`src/rtl/core/cart_pkg.sv`:
```
// Shared types and constants for the cumulative-ack retransmit tracker.
`timescale 1ns / 1ps
`default_nettype none

package cart_pkg;

    localparam int SEQ_W         = 48;
    localparam int LEN_W         = 16;
    localparam int HDR_W         = 8;
    localparam int OUT_CNT_W     = 7;
    localparam int DEF_DEPTH     = 64;
    localparam logic [HDR_W-1:0] HDR_RESET = 8'd16;

    typedef enum logic [1:0] {
        REQ_SEND    = 2'd0,
        REQ_ACK     = 2'd1,
        REQ_TIMEOUT = 2'd2,
        REQ_UNUSED  = 2'd3
    } req_kind_t;

    typedef enum logic [2:0] {
        STS_SENT      = 3'd0,
        STS_ACK_TAKEN = 3'd1,
        STS_ACK_STALE = 3'd2,
        STS_RETX      = 3'd3,
        STS_NO_RESEND = 3'd4,
        STS_FULL      = 3'd5,
        STS_TOO_SHORT = 3'd6
    } status_t;

    typedef enum logic [1:0] {
        TMR_NONE  = 2'd0,
        TMR_START = 2'd1,
        TMR_STOP  = 2'd2
    } timer_t;

    typedef struct packed {
        logic [1:0]       req_type;
        logic [LEN_W-1:0] pkt_len;
        logic [SEQ_W-1:0] ack_number;
    } in_item_t;

    typedef struct packed {
        logic [2:0]           status;
        logic [SEQ_W-1:0]     seq_out;
        logic [LEN_W-1:0]     len_out;
        logic [1:0]           timer_action;
        logic [OUT_CNT_W-1:0] outstanding;
    } out_item_t;

    typedef struct packed {
        logic [SEQ_W-1:0] start;
        logic [LEN_W-1:0] length;
    } entry_t;

    typedef enum logic [1:0] {
        CS_IDLE   = 2'd0,
        CS_DECODE = 2'd1,
        CS_WALK   = 2'd2,
        CS_EMIT   = 2'd3
    } ctrl_state_t;

    typedef struct packed {
        logic load;
        logic decode;
        logic walk_step;
        logic emit;
    } dp_cmd_t;

    typedef struct packed {
        logic [1:0] kind;
        logic       stale;
        logic       walk_done;
        logic       out_free;
    } dp_sts_t;

endpackage

`default_nettype wire

```
`src/rtl/core/cart_ctrl.sv`:
```
// Controller state machine: sequences decode, table walk and result hand-off.
`timescale 1ns / 1ps
`default_nettype none

module cart_ctrl (
    input  wire logic             clk,
    input  wire logic             rst_n,
    input  wire logic             in_valid,
    output logic                  in_ready,
    input  wire cart_pkg::dp_sts_t sts,
    output cart_pkg::dp_cmd_t     cmd
);
    import cart_pkg::*;

    ctrl_state_t state_reg;
    ctrl_state_t state_next;

    always_ff @(posedge clk or negedge rst_n)
    begin
        if (!rst_n)
        begin
            state_reg <= CS_IDLE;
        end
        else
        begin
            state_reg <= state_next;
        end
    end

    always_comb
    begin
        state_next = state_reg;
        case (state_reg)
            CS_IDLE:
            begin
                if (in_valid)
                begin
                    state_next = CS_DECODE;
                end
            end
            CS_DECODE:
            begin
                case (sts.kind)
                    REQ_SEND:    state_next = CS_EMIT;
                    REQ_ACK:     state_next = sts.stale ? CS_EMIT : CS_WALK;
                    REQ_TIMEOUT: state_next = CS_WALK;
                    default:     state_next = CS_IDLE;  // unused type: drop the item
                endcase
            end
            CS_WALK:
            begin
                if (sts.walk_done)
                begin
                    state_next = CS_EMIT;
                end
            end
            CS_EMIT:
            begin
                if (sts.out_free)
                begin
                    state_next = CS_IDLE;
                end
            end
            default:
            begin
                state_next = CS_IDLE;
            end
        endcase
    end

    always_comb
    begin
        in_ready      = 1'b0;
        cmd           = '0;
        case (state_reg)
            CS_IDLE:
            begin
                in_ready = 1'b1;
                cmd.load = in_valid;
            end
            CS_DECODE:
            begin
                cmd.decode = 1'b1;
            end
            CS_WALK:
            begin
                cmd.walk_step = 1'b1;
            end
            CS_EMIT:
            begin
                cmd.emit = sts.out_free;
            end
            default:
            begin
                cmd = '0;
            end
        endcase
    end

endmodule

`default_nettype wire

```
`config.mk`:
```
export PLATFORM = sky130hd
export DESIGN_NAME = cart_ctrl
export DESIGN_NICKNAME = d
export VERILOG_FILES = /design/src/rtl/core/cart_pkg.sv /design/src/rtl/core/cart_ctrl.sv
export SDC_FILE = /design/constraint.sdc
export NUM_CORES = 1
export LEC_CHECK = 0
export BUFFER_PORTS_ARGS = -buffer_cell sky130_fd_sc_hd__buf_2
export CORE_AREA = 4 4 41 43
export CTS_BUF_LIST = sky130_fd_sc_hd__clkbuf_8
export CTS_CLUSTER_SIZE = 12
export DETAILED_ROUTE_END_ITERATION = 12
export DIE_AREA = 0 0 45 47
export HOLD_SLACK_MARGIN = 0.05
export PLACE_DENSITY = 0.31
export SETUP_SLACK_MARGIN = 0.02
export SLEW_MARGIN = 20
export SYNTH_ARGS = -nofsm -noshare
export SYNTH_HDL_FRONTEND = slang
export SYNTH_SLANG_ARGS = --single-unit
```
`constraint.sdc`:
```
create_clock -name clk -period 2.2 [get_ports clk]
set_input_delay 0.33 -clock clk [delete_from_list [all_inputs] [get_ports clk]]
set_output_delay 0.33 -clock clk [all_outputs]
set_load 0.02 [all_outputs]
```
==> results.md <==
STA:
- The max-slew violation count was 0.
- Derived from the worst setup path, the maximum achievable clock frequency is 707 MHz.
- Summed over all failing endpoints, the final setup total negative slack is 0 ns.
- The shortest period the worst path allows is 1.41 ns.
- The final-report hold violation count came to 0.
- The worst max-slew margin expressed relative to the limit is 83.6%.
- The transition time at the pin with the least slew margin is 0.246 ns.
- The total of endpoints with negative setup slack in the final report is 0.
- Setup repair after global routing left no endpoint under its margin.
- Across the routed clock network, the largest skew measured is 0.000702 ns.
- The post-route worst hold slack is 0.421 ns.
- In the finished design, the share of the clock period the worst path needs comes to 64.3%.

Synth:
- The gate count after technology mapping is 17.
- The share of the Yosys chip area taken by registers is 38.1%.
- In this run the cell area of the synthesized design comes to 131 um^2.
- The commonest cells after synthesis are sky130_fd_sc_hd__nor2_1 (3), sky130_fd_sc_hd__dfrtp_1 (2), sky130_fd_sc_hd__nor2b_1 (2).
- Counting flops and latches in the post-synthesis netlist gives 2.
- In this run the mean area of a mapped cell was 7.73 um^2.
- The count of warnings emitted by yosys is 0.
- In the synthesized netlist the dominant register cell turns out to be sky130_fd_sc_hd__dfrtp_1.
- The distinct cell type count after synthesis is 13.
- The share of flip-flops with an asynchronous set or reset after synthesis is 100%.
- The total nets after synthesis is 25.
- Yosys attributes the largest share of cell area to sky130_fd_sc_hd__dfrtp_1 (38%), sky130_fd_sc_hd__nor2b_1 (9.5%), sky130_fd_sc_hd__nor2_1 (8.6%).
- Summed over all instances, the cell type with the most area after synthesis is sky130_fd_sc_hd__dfrtp_1.
- The synthesized design devotes to its leading area cell type 38.1% of total area.
- Yosys instantiated no cell more often than sky130_fd_sc_hd__nor2_1.
- The count of flip-flops with a built-in enable after synthesis is 0.

Outcome:
- The flow ran to the end, and the final reports show no timing, DRC or antenna violations.

Placement:
- The global placement routability congestion is 0.619.
- The number of port buffers is 12.
- The placed instances occupy a cell area of 210 um^2.
- The half-perimeter wire length after detailed placement is 330 um.

Die:
- The area of the core region is 0.00130 mm^2.
- The die is 45 um wide.
- The floorplan die height is 47 um.
- The initial core utilization is 10.1%.
- The die covers 0.00212 mm^2.
- The total I/O pin count is 13.
- The floorplan has 13 rows.

Global routing:
- Entering global routing, the biggest net connects 10 pins.
- The all-layer global routing usage is 4.73%.
- The initial antenna violation count is 0.
- The total overflow left after global routing is 0.
- The via count of the first global-routing pass came to 158.
- The first global-routing pass estimated 579 um of wire.

CTS:
- After clock tree synthesis, the clock-pin slew on the worst setup and hold paths is 0.03 ns.
- The largest buffer count on any clock path is 2.
- Post-CTS repair changed the size of 0 cells.
- Buffers added to address setup during post-CTS repair amount to 0.
- Clock tree synthesis found a total of 2 sinks.
- The tree is rooted in a sky130_fd_sc_hd__clkbuf_8.
- In this run, CTS created clock tree buffers numbering 3.
- The quantity of hold-fixing buffers added after cts is 1.
- The TritonCTS clock tree is done.
- In this run the number of H-tree levels came out at 1.
- At the later pin of the worst-skew pair, clock insertion delay measures 0.21 ns.

Setup path:
- STA puts the critical path data required time at 1.87 ns.
- The kind of start point of the critical path is a flip-flop.
- STA classifies the critical path endpoint as a primary output.
- By startpoint and endpoint, the worst setup path is classified as flip-flop to primary output.
- Of all nets on the critical path, the largest fanout is 9.
- For the worst setup path, the data arrival time is 1.08 ns.

Detailed routing:
- The via count of the routed design is 168.
- In the routed layout, each cell is associated on average with a via count of 3.50.
- The final layout contains routed wiring with a total length of 423 um.
- The first detailed-routing pass took 4 iterations.
- Dividing the detail-routed wire length by the instance count gives 8.81 um.
- In the routed design, unresolved DRC markers number 0.
- The initial detailed-routing violation count is 4.
- The post-route antenna net violation count is 0.

Layout:
- Fill cells in the final layout number 156.
- The share of the core filled with cells is 20.1%.
- The finished cells cover 262 um^2.
- The diode insertion count for antenna repair is 0.
- The area growth from synthesis to layout is 99.0%.
- The post-route netlist has 45.5% of its cells at a drive strength greater than 1.
- The net total in the final layout is 43.

Power:
- VDD sags by at most 328 uV.
- Power spread over the standard cell area amounts to 1450 mW/mm^2.
- The sum of internal, switching and leakage power is 380 uW.
- The leakage power summed over all cells is 0.139 nW.

Flow run:
- The count of max-cap constraint violations is 0.

Worst hold path:
- The tightest min-delay check is of the primary input to flip-flop type.
-- logic make-up (layout without fill, tap and decap cells) --
kind of cell,count (synthesis),count (layout),share of synthesized area (%)
and+or+nand+nor,10,10,41.0
AOI/OAI and AO/OA,4,4,18.1
DFF,2,2,38.1
buffers and inverters,1,17,2.85
-- metrics by stage --
stage,cells,setup WS (ns)
after global placement,44,1.02
after global routing,48,0.696
after floorplan,17,0.827
after CTS,48,0.781
after detailed placement,44,1.01
final,48,0.786
-- layer usage --
metal	routed length, um	GRT usage [%]
met4	0	8.77
met2	239	6.21
met3	20	2.30
met1	162	3.85
met5	0	0
-- critical path, stage by stage, from the launching register on --
cell                      delay, ns
sky130_fd_sc_hd__dfrtp_1       0.45
sky130_fd_sc_hd__nor2_1        0.14
sky130_fd_sc_hd__and2_1        0.13
sky130_fd_sc_hd__buf_2         0.15
-- cell usage in the layout, fill, tap and decap left out --
cell type                        n
sky130_fd_sc_hd__nand2_1         1
sky130_fd_sc_hd__nor2b_1         2
sky130_fd_sc_hd__clkbuf_8        3
sky130_fd_sc_hd__a31oi_1         1
sky130_fd_sc_hd__dlygate4sd3_1   1
sky130_fd_sc_hd__inv_1           1
sky130_fd_sc_hd__nor2_1          3
sky130_fd_sc_hd__o21ai_0         1
sky130_fd_sc_hd__buf_2          12
sky130_fd_sc_hd__nand2b_1        1
sky130_fd_sc_hd__dfrtp_1         2
sky130_fd_sc_hd__and2b_1         1
sky130_fd_sc_hd__and3_1          1
sky130_fd_sc_hd__and2_1          1
sky130_fd_sc_hd__a21oi_1         1
sky130_fd_sc_hd__a211oi_1        1
-- worst paths after layout --
path | start | to | slack, ns | depth (start not counted)
setup / recovery | flip-flop | cmd[3] | 0.79 | 3
hold / removal | sts[0] | state_reg[0] | 0.42 | 3
setup reg to reg | flip-flop | state_reg[0] | 1.23 | 3
hold reg to reg | state_reg[0] | state_reg[0] | 0.59 | 1
max in group asynchronous | rst_n | state_reg[0] | 1.67 | 2
min in group asynchronous | rst_n | async pin | 0.43 | 2
-- report_power, final --
group	total (mW)	internal (mW)	switching (mW)
clock network	0.144	0.116	0.0281
registers	0.0899	0.0556	0.0343
logic	0.146	0.0614	0.0847
total	0.380	0.233	0.147
-- final cells by class --
type / count / area, um^2 / share of cell area (%)
multi-input combinational: 14 / 77.6 / 29.7
clock buffer: 3 / 41.3 / 15.8
tap: 15 / 18.8 / 7.18
sequential: 2 / 50.0 / 19.1
inverter: 1 / 3.75 / 1.44
timing repair buffer: 13 / 70.1 / 26.8
Note: power is estimated with default switching activity, not from simulation.
